==> src/hw/rtl/assert_macros.svh <==
// Assertion macros shared by the RTL. PADC_ASSERT expects clk_i and rst_ni in scope, PADC_ASSERT_ALWAYS only clk_i.
`ifndef ASSERT_MACROS_SVH
`define ASSERT_MACROS_SVH
`ifndef SYNTHESIS
// Checked on every rising edge outside reset.
`define PADC_ASSERT(name, prop, msg) \
  name: assert property (@(posedge clk_i) disable iff (!rst_ni) prop) else $error(msg);
// Checked on every rising edge, reset included.
`define PADC_ASSERT_ALWAYS(name, prop, msg) \
  name: assert property (@(posedge clk_i) prop) else $error(msg);
`else
`define PADC_ASSERT(name, prop, msg)
`define PADC_ASSERT_ALWAYS(name, prop, msg)
`endif
`endif

==> src/hw/rtl/padc_pkg.sv <==
package padc_pkg;

  localparam int SAMPLE_W         = 16;
  localparam int SAMPLE_BITS_DEF  = 16;
  localparam int PCT_W            = 14;
  localparam int QUOT_W           = 14;
  localparam int PROD_W           = 30;
  localparam int CNT_W            = 4;
  localparam int APB_ADDR_W       = 5;
  localparam int APB_DATA_W       = 32;

  localparam logic [PCT_W-1:0] FULL_SCALE = PCT_W'(10000);
  localparam logic [CNT_W-1:0] COUNT_MAX  = CNT_W'(15);

  localparam logic [SAMPLE_W-1:0] CAL_LOW_RST  = 16'h0000;
  localparam logic [SAMPLE_W-1:0] CAL_HIGH_RST = 16'h7fff;
  localparam logic [CNT_W-1:0]    LIMIT_RST    = CNT_W'(5);

  typedef enum logic [2:0] {
    REG_THR_LOW  = 3'd0,
    REG_THR_HIGH = 3'd1,
    REG_RGN_LOW  = 3'd2,
    REG_RGN_HIGH = 3'd3,
    REG_LIMIT    = 3'd4
  } padc_reg_e;

  typedef enum logic [2:0] {
    ST_IDLE,
    ST_EVAL,
    ST_PREP,
    ST_MUL,
    ST_DIV,
    ST_SAVE,
    ST_DONE
  } padc_state_e;

  typedef struct packed {
    logic signed [SAMPLE_W-1:0] thr_low;
    logic signed [SAMPLE_W-1:0] thr_high;
    logic signed [SAMPLE_W-1:0] rgn_low;
    logic signed [SAMPLE_W-1:0] rgn_high;
    logic        [CNT_W-1:0]    limit;
  } padc_cfg_t;

  typedef struct packed {
    logic load_in;
    logic eval;
    logic prep;
    logic mul;
    logic div_step;
    logic save;
    logic out_load;
    logic sel_regen;
  } padc_cmd_t;

  typedef struct packed {
    logic stuck;
  } padc_stat_t;

endpackage

==> src/hw/rtl/padc_if.sv <==
interface padc_samp_if;
  logic                                valid;
  logic                                ready;
  logic signed [padc_pkg::SAMPLE_W-1:0] throttle_sample;
  logic signed [padc_pkg::SAMPLE_W-1:0] regen_sample;

  modport source (output valid, output throttle_sample, output regen_sample, input ready);
  modport sink   (input valid, input throttle_sample, input regen_sample, output ready);
endinterface

interface padc_pct_if;
  logic                         valid;
  logic                         ready;
  logic [padc_pkg::PCT_W-1:0]   throttle_pct;
  logic [padc_pkg::PCT_W-1:0]   regen_pct;
  logic                         throttle_stuck;

  modport source (output valid, output throttle_pct, output regen_pct,
                  output throttle_stuck, input ready);
  modport sink   (input valid, input throttle_pct, input regen_pct,
                  input throttle_stuck, output ready);
endinterface

==> src/hw/rtl/pedal_adc_percent_conditioner.sv <==
// Channel | Dir | Payload                                        | Handshake
// samp_i  | in  | throttle_sample[16], regen_sample[16]          | valid / ready
// pct_o   | out | throttle_pct[14], regen_pct[14], throttle_stuck | valid / ready
// APB     | in  | 5 registers at byte address 4*i, 32-bit data   | psel / penable
//
// One transaction at a time: when the sample is mapped, the result takes two passes
// of the shared 14-step restoring divider, and a new transaction is accepted only
// once the result has been loaded into the output register; the divider is skipped
// when the stuck detector trips. A new transaction is taken while the
// previous result still waits in the output register; a stalled output holds
// the block in its final state. Reset clears the calibration to its defaults.
`include "assert_macros.svh"

module pedal_adc_percent_conditioner #(
  parameter int SAMPLE_BITS = padc_pkg::SAMPLE_BITS_DEF
) (
  input  logic                              clk_i,
  input  logic                              rst_ni,
  padc_samp_if.sink                         samp_i,
  padc_pct_if.source                        pct_o,
  input  logic                              psel,
  input  logic                              penable,
  input  logic                              pwrite,
  input  logic [padc_pkg::APB_ADDR_W-1:0]   paddr,
  input  logic [padc_pkg::APB_DATA_W-1:0]   pwdata,
  output logic [padc_pkg::APB_DATA_W-1:0]   prdata,
  output logic                              pready
);

  padc_pkg::padc_cfg_t  cfg;
  padc_pkg::padc_cmd_t  cmd;
  padc_pkg::padc_stat_t stat;
  logic                 in_ready, out_valid;

  padc_cfg_regs u_cfg (
    .clk_i   (clk_i),
    .rst_ni  (rst_ni),
    .psel    (psel),
    .penable (penable),
    .pwrite  (pwrite),
    .paddr   (paddr),
    .pwdata  (pwdata),
    .prdata  (prdata),
    .pready  (pready),
    .cfg_o   (cfg)
  );

  padc_ctrl u_ctrl (
    .clk_i       (clk_i),
    .rst_ni      (rst_ni),
    .in_valid_i  (samp_i.valid),
    .in_ready_o  (in_ready),
    .out_valid_o (out_valid),
    .out_ready_i (pct_o.ready),
    .stat_i      (stat),
    .cmd_o       (cmd)
  );

  padc_datapath #(
    .SAMPLE_BITS (SAMPLE_BITS)
  ) u_dp (
    .clk_i             (clk_i),
    .rst_ni            (rst_ni),
    .cfg_i             (cfg),
    .cmd_i             (cmd),
    .stat_o            (stat),
    .throttle_sample_i (samp_i.throttle_sample),
    .regen_sample_i    (samp_i.regen_sample),
    .throttle_pct_o    (pct_o.throttle_pct),
    .regen_pct_o       (pct_o.regen_pct),
    .throttle_stuck_o  (pct_o.throttle_stuck)
  );

  assign samp_i.ready = in_ready;
  assign pct_o.valid  = out_valid;

  logic in_acc;
  logic pct_ok;
  logic out_stuck;
  logic thr_zero;

  assign in_acc    = samp_i.valid & in_ready;
  assign pct_ok    = (pct_o.throttle_pct <= padc_pkg::FULL_SCALE)
                     && (pct_o.regen_pct <= padc_pkg::FULL_SCALE);
  assign out_stuck = out_valid && pct_o.throttle_stuck;
  assign thr_zero  = (pct_o.throttle_pct == '0);

  `PADC_ASSERT(a_one_at_a_time, in_acc |=> !in_ready, "input taken while busy")
  `PADC_ASSERT(a_pct_range, out_valid |-> pct_ok, "percent above full scale")
  `PADC_ASSERT(a_stuck_zero, out_stuck |-> thr_zero, "stuck result with nonzero throttle")
  `PADC_ASSERT_ALWAYS(a_reset_idle, !rst_ni |-> !out_valid, "result valid during reset")

endmodule

==> src/hw/rtl/padc_cfg_regs.sv <==
module padc_cfg_regs (
  input  logic                                clk_i,
  input  logic                                rst_ni,
  input  logic                                psel,
  input  logic                                penable,
  input  logic                                pwrite,
  input  logic [padc_pkg::APB_ADDR_W-1:0]     paddr,
  input  logic [padc_pkg::APB_DATA_W-1:0]     pwdata,
  output logic [padc_pkg::APB_DATA_W-1:0]     prdata,
  output logic                                pready,
  output padc_pkg::padc_cfg_t                 cfg_o
);

  padc_pkg::padc_cfg_t cfg_q;
  padc_pkg::padc_reg_e idx;
  logic                wr_en;

  assign idx    = padc_pkg::padc_reg_e'(paddr[4:2]);
  assign wr_en  = psel & penable & pwrite;
  assign pready = 1'b1;
  assign cfg_o  = cfg_q;

  always_ff @(posedge clk_i or negedge rst_ni) begin
    if (!rst_ni) begin
      cfg_q.thr_low  <= padc_pkg::CAL_LOW_RST;
      cfg_q.thr_high <= padc_pkg::CAL_HIGH_RST;
      cfg_q.rgn_low  <= padc_pkg::CAL_LOW_RST;
      cfg_q.rgn_high <= padc_pkg::CAL_HIGH_RST;
      cfg_q.limit    <= padc_pkg::LIMIT_RST;
    end else if (wr_en) begin
      unique case (idx)
        padc_pkg::REG_THR_LOW:  cfg_q.thr_low  <= pwdata[15:0];
        padc_pkg::REG_THR_HIGH: cfg_q.thr_high <= pwdata[15:0];
        padc_pkg::REG_RGN_LOW:  cfg_q.rgn_low  <= pwdata[15:0];
        padc_pkg::REG_RGN_HIGH: cfg_q.rgn_high <= pwdata[15:0];
        padc_pkg::REG_LIMIT:    cfg_q.limit    <= pwdata[3:0];
        default: ;
      endcase
    end
  end

  always_comb begin
    unique case (idx)
      padc_pkg::REG_THR_LOW:  prdata = {16'h0000, cfg_q.thr_low};
      padc_pkg::REG_THR_HIGH: prdata = {16'h0000, cfg_q.thr_high};
      padc_pkg::REG_RGN_LOW:  prdata = {16'h0000, cfg_q.rgn_low};
      padc_pkg::REG_RGN_HIGH: prdata = {16'h0000, cfg_q.rgn_high};
      padc_pkg::REG_LIMIT:    prdata = {28'h0000000, cfg_q.limit};
      default:                prdata = '0;
    endcase
  end

endmodule

==> src/hw/rtl/padc_datapath.sv <==
module padc_datapath #(
  parameter int SAMPLE_BITS = padc_pkg::SAMPLE_BITS_DEF
) (
  input  logic                                clk_i,
  input  logic                                rst_ni,
  input  padc_pkg::padc_cfg_t                 cfg_i,
  input  padc_pkg::padc_cmd_t                 cmd_i,
  output padc_pkg::padc_stat_t                stat_o,
  input  logic [padc_pkg::SAMPLE_W-1:0]       throttle_sample_i,
  input  logic [padc_pkg::SAMPLE_W-1:0]       regen_sample_i,
  output logic [padc_pkg::PCT_W-1:0]          throttle_pct_o,
  output logic [padc_pkg::PCT_W-1:0]          regen_pct_o,
  output logic                                throttle_stuck_o
);

  localparam int SW  = padc_pkg::SAMPLE_W;
  localparam int PW  = padc_pkg::PCT_W;
  localparam int QW  = padc_pkg::QUOT_W;
  localparam int PRW = padc_pkg::PROD_W;
  localparam int CW  = padc_pkg::CNT_W;
  localparam int EXT = SW - SAMPLE_BITS;

  // Sign extension from the sample width: shift up, then shift back arithmetically.
  logic [SW-1:0]        thr_sh, rgn_sh;
  logic signed [SW-1:0] thr_ext, rgn_ext;

  assign thr_sh  = throttle_sample_i << EXT;
  assign rgn_sh  = regen_sample_i << EXT;
  assign thr_ext = $signed(thr_sh) >>> EXT;
  assign rgn_ext = $signed(rgn_sh) >>> EXT;

  logic signed [SW-1:0] thr_s_q, rgn_s_q;
  logic signed [SW-1:0] last_q;
  logic [CW-1:0]        cnt_q;
  logic                 stuck_q;
  logic [PW-1:0]        held_q;
  logic [PW-1:0]        thr_pct_q;

  // Stuck detector.
  logic signed [SW:0] arm, thr17;
  logic               match;
  logic [CW-1:0]      cnt_inc;
  logic               stuck;

  assign arm     = ($signed({cfg_i.thr_high[SW-1], cfg_i.thr_high})
                    + $signed({{SW{1'b0}}, cfg_i.thr_high[SW-1]})) >>> 1;
  assign thr17   = $signed({thr_s_q[SW-1], thr_s_q});
  assign match   = (thr_s_q == last_q) && (thr17 > arm);
  assign cnt_inc = (cnt_q == padc_pkg::COUNT_MAX) ? cnt_q : cnt_q + CW'(1);
  assign stuck   = match && (cnt_inc >= cfg_i.limit);
  assign stat_o.stuck = stuck;

  // Operand preparation for the shared mapper.
  logic signed [SW-1:0] op_s, op_lo, op_hi;
  logic signed [SW:0]   num17, den17;
  logic                 op_zero, op_sat;

  assign op_s    = cmd_i.sel_regen ? rgn_s_q : thr_s_q;
  assign op_lo   = cmd_i.sel_regen ? cfg_i.rgn_low : cfg_i.thr_low;
  assign op_hi   = cmd_i.sel_regen ? cfg_i.rgn_high : cfg_i.thr_high;
  assign num17   = $signed({op_s[SW-1], op_s}) - $signed({op_lo[SW-1], op_lo});
  assign den17   = $signed({op_hi[SW-1], op_hi}) - $signed({op_lo[SW-1], op_lo});
  assign op_zero = num17[SW] | (num17 == '0) | den17[SW] | (den17 == '0);
  assign op_sat  = (num17 >= den17);

  logic [SW-1:0] num_q, den_q;
  logic          zero_q, sat_q;

  // Restoring divider: the quotient is below full scale whenever num < den,
  // so the top bits of the product already sit below the divisor.
  logic [PRW-1:0] prod;
  logic [SW-1:0]  rem_q;
  logic [QW-1:0]  lo_q, quot_q;
  logic [SW:0]    trial, diff;
  logic           qbit;

  assign prod  = PRW'(num_q) * PRW'(padc_pkg::FULL_SCALE);
  assign trial = {rem_q, lo_q[QW-1]};
  assign diff  = trial - {1'b0, den_q};
  assign qbit  = (trial >= {1'b0, den_q});

  logic [PW-1:0] map_res;
  assign map_res = zero_q ? '0 : (sat_q ? padc_pkg::FULL_SCALE : PW'(quot_q));

  always_ff @(posedge clk_i or negedge rst_ni) begin
    if (!rst_ni) begin
      last_q  <= '0;
      cnt_q   <= '0;
      held_q  <= '0;
      stuck_q <= 1'b0;
    end else begin
      if (cmd_i.eval) begin
        cnt_q   <= match ? cnt_inc : '0;
        stuck_q <= stuck;
        if (!stuck) begin
          last_q <= thr_s_q;
        end
      end
      if (cmd_i.save && cmd_i.sel_regen) begin
        held_q <= map_res;
      end
    end
  end

  always_ff @(posedge clk_i) begin
    if (cmd_i.load_in) begin
      thr_s_q <= thr_ext;
      rgn_s_q <= rgn_ext;
    end
    if (cmd_i.prep) begin
      num_q  <= num17[SW-1:0];
      den_q  <= den17[SW-1:0];
      zero_q <= op_zero;
      sat_q  <= op_sat;
    end
    if (cmd_i.mul) begin
      rem_q <= prod[PRW-1:QW];
      lo_q  <= prod[QW-1:0];
    end
    if (cmd_i.div_step) begin
      rem_q  <= qbit ? diff[SW-1:0] : trial[SW-1:0];
      lo_q   <= {lo_q[QW-2:0], 1'b0};
      quot_q <= {quot_q[QW-2:0], qbit};
    end
    if (cmd_i.save && !cmd_i.sel_regen) begin
      thr_pct_q <= map_res;
    end
    if (cmd_i.out_load) begin
      throttle_pct_o   <= stuck_q ? '0 : thr_pct_q;
      regen_pct_o      <= held_q;
      throttle_stuck_o <= stuck_q;
    end
  end

endmodule

==> src/hw/rtl/padc_ctrl.sv <==
module padc_ctrl (
  input  logic                  clk_i,
  input  logic                  rst_ni,
  input  logic                  in_valid_i,
  output logic                  in_ready_o,
  output logic                  out_valid_o,
  input  logic                  out_ready_i,
  input  padc_pkg::padc_stat_t  stat_i,
  output padc_pkg::padc_cmd_t   cmd_o
);

  localparam int STEP_W = $clog2(padc_pkg::QUOT_W);

  padc_pkg::padc_state_e state_q, state_d;
  logic [STEP_W-1:0]     step_q, step_d;
  logic                  sel_q, sel_d;
  logic                  out_valid_q, out_valid_d;

  always_ff @(posedge clk_i or negedge rst_ni) begin
    if (!rst_ni) begin
      state_q     <= padc_pkg::ST_IDLE;
      step_q      <= '0;
      sel_q       <= 1'b0;
      out_valid_q <= 1'b0;
    end else begin
      state_q     <= state_d;
      step_q      <= step_d;
      sel_q       <= sel_d;
      out_valid_q <= out_valid_d;
    end
  end

  assign out_valid_o = out_valid_q;

  always_comb begin
    state_d     = state_q;
    step_d      = step_q;
    sel_d       = sel_q;
    out_valid_d = out_valid_q & ~out_ready_i;
    in_ready_o  = 1'b0;
    cmd_o       = '0;
    cmd_o.sel_regen = sel_q;

    unique case (state_q)
      padc_pkg::ST_IDLE: begin
        in_ready_o = 1'b1;
        if (in_valid_i) begin
          cmd_o.load_in = 1'b1;
          state_d       = padc_pkg::ST_EVAL;
        end
      end
      padc_pkg::ST_EVAL: begin
        cmd_o.eval = 1'b1;
        sel_d      = 1'b0;
        state_d    = stat_i.stuck ? padc_pkg::ST_DONE : padc_pkg::ST_PREP;
      end
      padc_pkg::ST_PREP: begin
        cmd_o.prep = 1'b1;
        state_d    = padc_pkg::ST_MUL;
      end
      padc_pkg::ST_MUL: begin
        cmd_o.mul = 1'b1;
        step_d    = '0;
        state_d   = padc_pkg::ST_DIV;
      end
      padc_pkg::ST_DIV: begin
        cmd_o.div_step = 1'b1;
        step_d         = step_q + STEP_W'(1);
        if (step_q == STEP_W'(padc_pkg::QUOT_W - 1)) begin
          state_d = padc_pkg::ST_SAVE;
        end
      end
      padc_pkg::ST_SAVE: begin
        cmd_o.save = 1'b1;
        if (!sel_q) begin
          sel_d   = 1'b1;
          state_d = padc_pkg::ST_PREP;
        end else begin
          state_d = padc_pkg::ST_DONE;
        end
      end
      padc_pkg::ST_DONE: begin
        // The result register is free once its last transaction completes.
        if (!out_valid_q || out_ready_i) begin
          cmd_o.out_load = 1'b1;
          out_valid_d    = 1'b1;
          state_d        = padc_pkg::ST_IDLE;
        end
      end
      default: begin
        state_d = padc_pkg::ST_IDLE;
      end
    endcase
  end

endmodule
==> src/flat_wrapper.sv <==
// flat-port wrapper written by rule: the top's interface ports become plain ports
module pedal_adc_percent_conditioner_flat 
#(
  parameter int SAMPLE_BITS = padc_pkg::SAMPLE_BITS_DEF
)
  (clk_i, rst_ni, psel, penable, pwrite, paddr, pwdata, prdata, pready, samp_i_valid, samp_i_throttle_sample, samp_i_regen_sample, samp_i_ready, pct_o_valid, pct_o_throttle_pct, pct_o_regen_pct, pct_o_throttle_stuck, pct_o_ready);
  padc_samp_if samp_i_i ();
  padc_pct_if pct_o_i ();
  input  logic clk_i;
  input  logic rst_ni;
  input  logic psel;
  input  logic penable;
  input  logic pwrite;
  input  logic [padc_pkg::APB_ADDR_W-1:0] paddr;
  input  logic [padc_pkg::APB_DATA_W-1:0] pwdata;
  output logic [padc_pkg::APB_DATA_W-1:0] prdata;
  output logic pready;
  input wire logic [$bits(samp_i_i.valid)-1:0] samp_i_valid;
  input wire logic [$bits(samp_i_i.throttle_sample)-1:0] samp_i_throttle_sample;
  input wire logic [$bits(samp_i_i.regen_sample)-1:0] samp_i_regen_sample;
  output wire logic [$bits(samp_i_i.ready)-1:0] samp_i_ready;
  output wire logic [$bits(pct_o_i.valid)-1:0] pct_o_valid;
  output wire logic [$bits(pct_o_i.throttle_pct)-1:0] pct_o_throttle_pct;
  output wire logic [$bits(pct_o_i.regen_pct)-1:0] pct_o_regen_pct;
  output wire logic [$bits(pct_o_i.throttle_stuck)-1:0] pct_o_throttle_stuck;
  input wire logic [$bits(pct_o_i.ready)-1:0] pct_o_ready;
  assign samp_i_i.valid = samp_i_valid;
  assign samp_i_i.throttle_sample = samp_i_throttle_sample;
  assign samp_i_i.regen_sample = samp_i_regen_sample;
  assign samp_i_ready = samp_i_i.ready;
  assign pct_o_valid = pct_o_i.valid;
  assign pct_o_throttle_pct = pct_o_i.throttle_pct;
  assign pct_o_regen_pct = pct_o_i.regen_pct;
  assign pct_o_throttle_stuck = pct_o_i.throttle_stuck;
  assign pct_o_i.ready = pct_o_ready;
  pedal_adc_percent_conditioner #(.SAMPLE_BITS(SAMPLE_BITS)) u_core (.clk_i(clk_i), .rst_ni(rst_ni), .samp_i(samp_i_i), .pct_o(pct_o_i), .psel(psel), .penable(penable), .pwrite(pwrite), .paddr(paddr), .pwdata(pwdata), .prdata(prdata), .pready(pready));
endmodule
==> config.mk <==
export PLATFORM = sky130hd
export DESIGN_NAME = pedal_adc_percent_conditioner_flat
export DESIGN_NICKNAME = d
export VERILOG_FILES = /design/src/hw/rtl/padc_pkg.sv /design/src/hw/rtl/padc_if.sv /design/src/hw/rtl/pedal_adc_percent_conditioner.sv /design/src/hw/rtl/padc_cfg_regs.sv /design/src/hw/rtl/padc_datapath.sv /design/src/hw/rtl/padc_ctrl.sv /design/src/flat_wrapper.sv
export VERILOG_INCLUDE_DIRS = /design/src /design/src/hw/rtl
export SDC_FILE = /design/constraint.sdc
export NUM_CORES = 1
export LEC_CHECK = 0
export ABC_AREA = 1
export BUFFER_PORTS_ARGS = -buffer_cell sky130_fd_sc_hd__buf_2
export CORE_MARGIN = 8
export CORE_UTILIZATION = 49
export CTS_BUF_LIST = sky130_fd_sc_hd__clkbuf_16
export DETAILED_ROUTE_END_ITERATION = 12
export PLACE_DENSITY = 0.67
export SLEW_MARGIN = 10
export SYNTH_ARGS = -nofsm -noshare
export SYNTH_HDL_FRONTEND = slang
export SYNTH_SLANG_ARGS = --single-unit
==> constraint.sdc <==
create_clock -name clk_i -period 5.5 [get_ports clk_i]
set_input_delay 0.275 -clock clk_i [delete_from_list [all_inputs] [get_ports clk_i]]
set_output_delay 0.275 -clock clk_i [all_outputs]
set_load 0.005 [all_outputs]
==> results.toml <==
[cells_and_area]
most-common-layout-cells = "nand2_1 (566), inv_1 (350), o21ai_0 (160), ha_1 (158), edfxtp_1 (149)"
areaGrowthSynthToFinish_pct = 12.71
layout_commonest_cell = "nand2_1"
diodes = 0
final_nets = 2534
drive_gt1_share_pct = 10.68

[sta]
maxSlewViolCount = 0
fin_skew_ns = 0.009634
rsz0062_at_grt = "false"
tightest_slew_ns = 1.044
finalSetupTns_ns = 0
hold_viol_final = 0
slew_headroom_pct = 30.23
setup_violations = 0
fin_crit_sh_pct = 86.51
period_minus_slack_ns = 4.758
clock.fmax_ghz = 0.2102

[global_route]
grt_max_degree = 68
grt_pass1_wl_um = 70810
grt.overflow.total = 0
grt_usage_pct = 20.55
grt_pass1_vias = 13969
antenna_found_initial = 0

[routing]
wl_per_cell_um = 15.82
drtIter0Drc = 841
dr.pass1.iters = 5
drtAntennaViolNets = 0
route.vias.total = 14234
drt-total-wl_um = 43440
vias_per_cell = 5.185
drc = 0

[yosys]
synth_area_um2 = 17710
yosys.cell_types.count = 56
yosys_register_bits = 261
yosys_warnings = 0
synth_area_per_cell_um2 = 8.388
ys.flop_type = "edfxtp_1"
synth-seq-area-share_pct = 41.31
synthArstFlopShare_pct = 42.91
synth_edf_count = 149
synthCells = 2112

[clock_tree]
h-tree-depth = 1
clk_pin_slew_ns = 0.06
cts_resized = 0
clock-sinks = 261
root_buffer = "clkbuf_16"
clkLatencyLatePin_ns = 0.57
cts_buffer_depth = 3
cts_tree = "yes"
cts_inserted_buffers = 28

[placed_design]
finalWeightedCongestion = 0.9230
io_buffers = 104
post-dp-hpwl_um = 33550

[floorplanning]
die_area_um2 = 42490
io_pins = 140
num_rows = 69
core_um2 = 35570
chipHeight_um = 206.1
start_util_pct = 49.80
die_w_um = 206.1

[critical_path]
critPathRequiredTime_ns = 5.82
worstPathMaxFanout = 5
critPathArrivalTime_ns = 5.08
worstSetupStartpointType = "register"
endpoint_kind = "register"
path_class = "register to register"

[run_status]
outcome = "complete, no violations"

[run]
cap_violations = 0

[min_path]
hold_class = "primary input to register"
## worst max-delay path, cell delays in order (launching register included)
cell and delay (ns):
edfxtp_1 0.41, inv_1 0.14, fa_1 0.53, inv_1 0.04, ha_1 0.26, inv_1 0.05, fa_1 0.54, inv_1 0.05
ha_1 0.27, inv_1 0.05, fa_1 0.49, inv_1 0.04, ha_1 0.34, a21oi_1 0.22, nor2_1 0.06, nor2_1 0.13
nand2_1 0.13, a21oi_1 0.31, o21ai_0 0.16, o21ai_0 0.21, nand2_1 0.07
## final cells by class
| type | instances | area [um2] |
|---|---|---|
| sequential | 261 | 7318 |
| fill | 3218 | 15600 |
| clock buffer | 29 | 725.7 |
| timing repair buffer | 162 | 1066 |
| inverter | 346 | 1299 |
| tap | 461 | 576.8 |
| multi-input combinational | 1463 | 8861 |
| clock inverter | 23 | 118.9 |
## through the flow
stage	instance area, um2	util [%]	setup WS, ns	hold slack (ns)	cells
2_1_floorplan	17770	-	1.247	-0.02059	2127
6_report	19970	56.13	0.7418	0.02759	2745
5_1_grt	19970	56.13	0.4131	0.01274	2745
3_5_place_dp	18690	52.55	0.7663	0.3273	2650
3_3_place_gp	18690	52.55	0.8875	0.3174	2650
4_1_cts	19970	56.13	0.7602	0.0009980	2745
## cell usage after synthesis, types with 16 or more instances
| cell type | instances | share of area [%] |
|---|---|---|
| nand2_1 | 566 | 12 |
| inv_1 | 340 | 7.2 |
| o21ai_0 | 160 | 4.5 |
| ha_1 | 158 | 11 |
| edfxtp_1 | 149 | 25 |
| nor2_1 | 125 | 2.6 |
| a21oi_1 | 94 | 2.7 |
| dfrtp_1 | 80 | 11 |
| nand3_1 | 80 | 2.3 |
| fa_1 | 38 | 4.3 |
| nand4_1 | 37 | 1.3 |
| dfstp_2 | 32 | 4.7 |
| clkbuf_1 | 29 | 0.61 |
| xor2_1 | 27 | 1.3 |
| xnor2_1 | 19 | 0.94 |
| buf_4 | 18 | 0.76 |
| nor3_1 | 17 | 0.48 |
| mux2i_1 | 16 | 0.90 |
## registers in the layout, indices dropped and copies added, names as in the netlist
signal                        cells
u_core.u_dp.rem_q                16
u_core.u_dp.last_q               16
u_core.u_cfg.cfg_o               68
u_core.u_dp.lo_q                 10
u_core.u_dp.thr_s_q              16
u_core.u_ctrl.step_q              4
u_core.u_dp.rgn_s_q              16
u_core.u_dp.den_q                16
u_core.u_dp.thr_pct_q            14
u_core.u_ctrl.out_valid_o         1
u_core.u_dp.regen_pct_o          14
u_core.u_dp.cnt_q                 4
u_core.u_dp.sat_q                 1
u_core.u_dp.quot_q               14
u_core.u_dp.zero_q                1
u_core.u_ctrl.sel_q               1
u_core.u_ctrl.state_q             3
u_core.u_dp.held_q               14
u_core.u_dp.stuck_q               1
u_core.u_dp.num_q                16
u_core.u_dp.throttle_pct_o       14
u_core.u_dp.throttle_stuck_o      1
## worst paths after layout
kind	from	to	slack, ns	cells past startpoint
worst max-delay path	u_core.u_dp.num_q[5]$_DFFE_PP_	u_core.u_dp.rem_q[9]$_DFFE_PP_	0.74	20
worst max register to register	u_core.u_dp.num_q[5]$_DFFE_PP_	u_core.u_dp.rem_q[9]$_DFFE_PP_	0.74	20
worst min register to register	u_core.u_dp.held_q[9]$_DFFE_PN0P_	u_core.u_dp.regen_pct_o[9]$_DFFE_PP_	0.44	0
worst min-delay path	pwdata[13]	u_core.u_cfg.cfg_o[49]$_DFFE_PN1P_	0.03	3
max in group asynchronous	rst_ni	u_core.u_ctrl.sel_q$_DFFE_PN0P_	3.87	3
min in group asynchronous	rst_ni	u_core.u_cfg.cfg_o[64]$_DFFE_PN0P_	0.27	2
## per-layer routing
metal / track usage, % / vias to the layer above / part of all wire, %
li1: - / 7161 / -
met2: 35.01 / 369 / 48
met1: 26.84 / 6637 / 44
met4: 6.312 / 0 / 2.9
met3: 2.868 / 67 / 5.1
met5: 0 / - / 0
## logic make-up (layout without fill, tap and decap cells)
kind of cell             Yosys count  after routing  synth area share (%)
AO/OA/AOI/OAI                    307            307                 9.493
XOR/XNOR                          46             46                 2.274
adder cells (fa/ha/maj)          196            196                 15.45
buffers and inverters            403            560                 9.104
flip-flops                       261            261                 41.31
multiplexers                      30             30                 1.794
other                              2             17               0.04239
AND/OR/NAND/NOR                  867            867                 20.53
## what timing repair did
item                      4_1_cts  5_1_grt
hold buffers                   43        0
hold endpoints to repair       82        0
buffers inserted                0        0
Power is left out: the tool's default activity adds up to more than one toggle a clock period on the data nets, which glitch-free logic cannot reach.
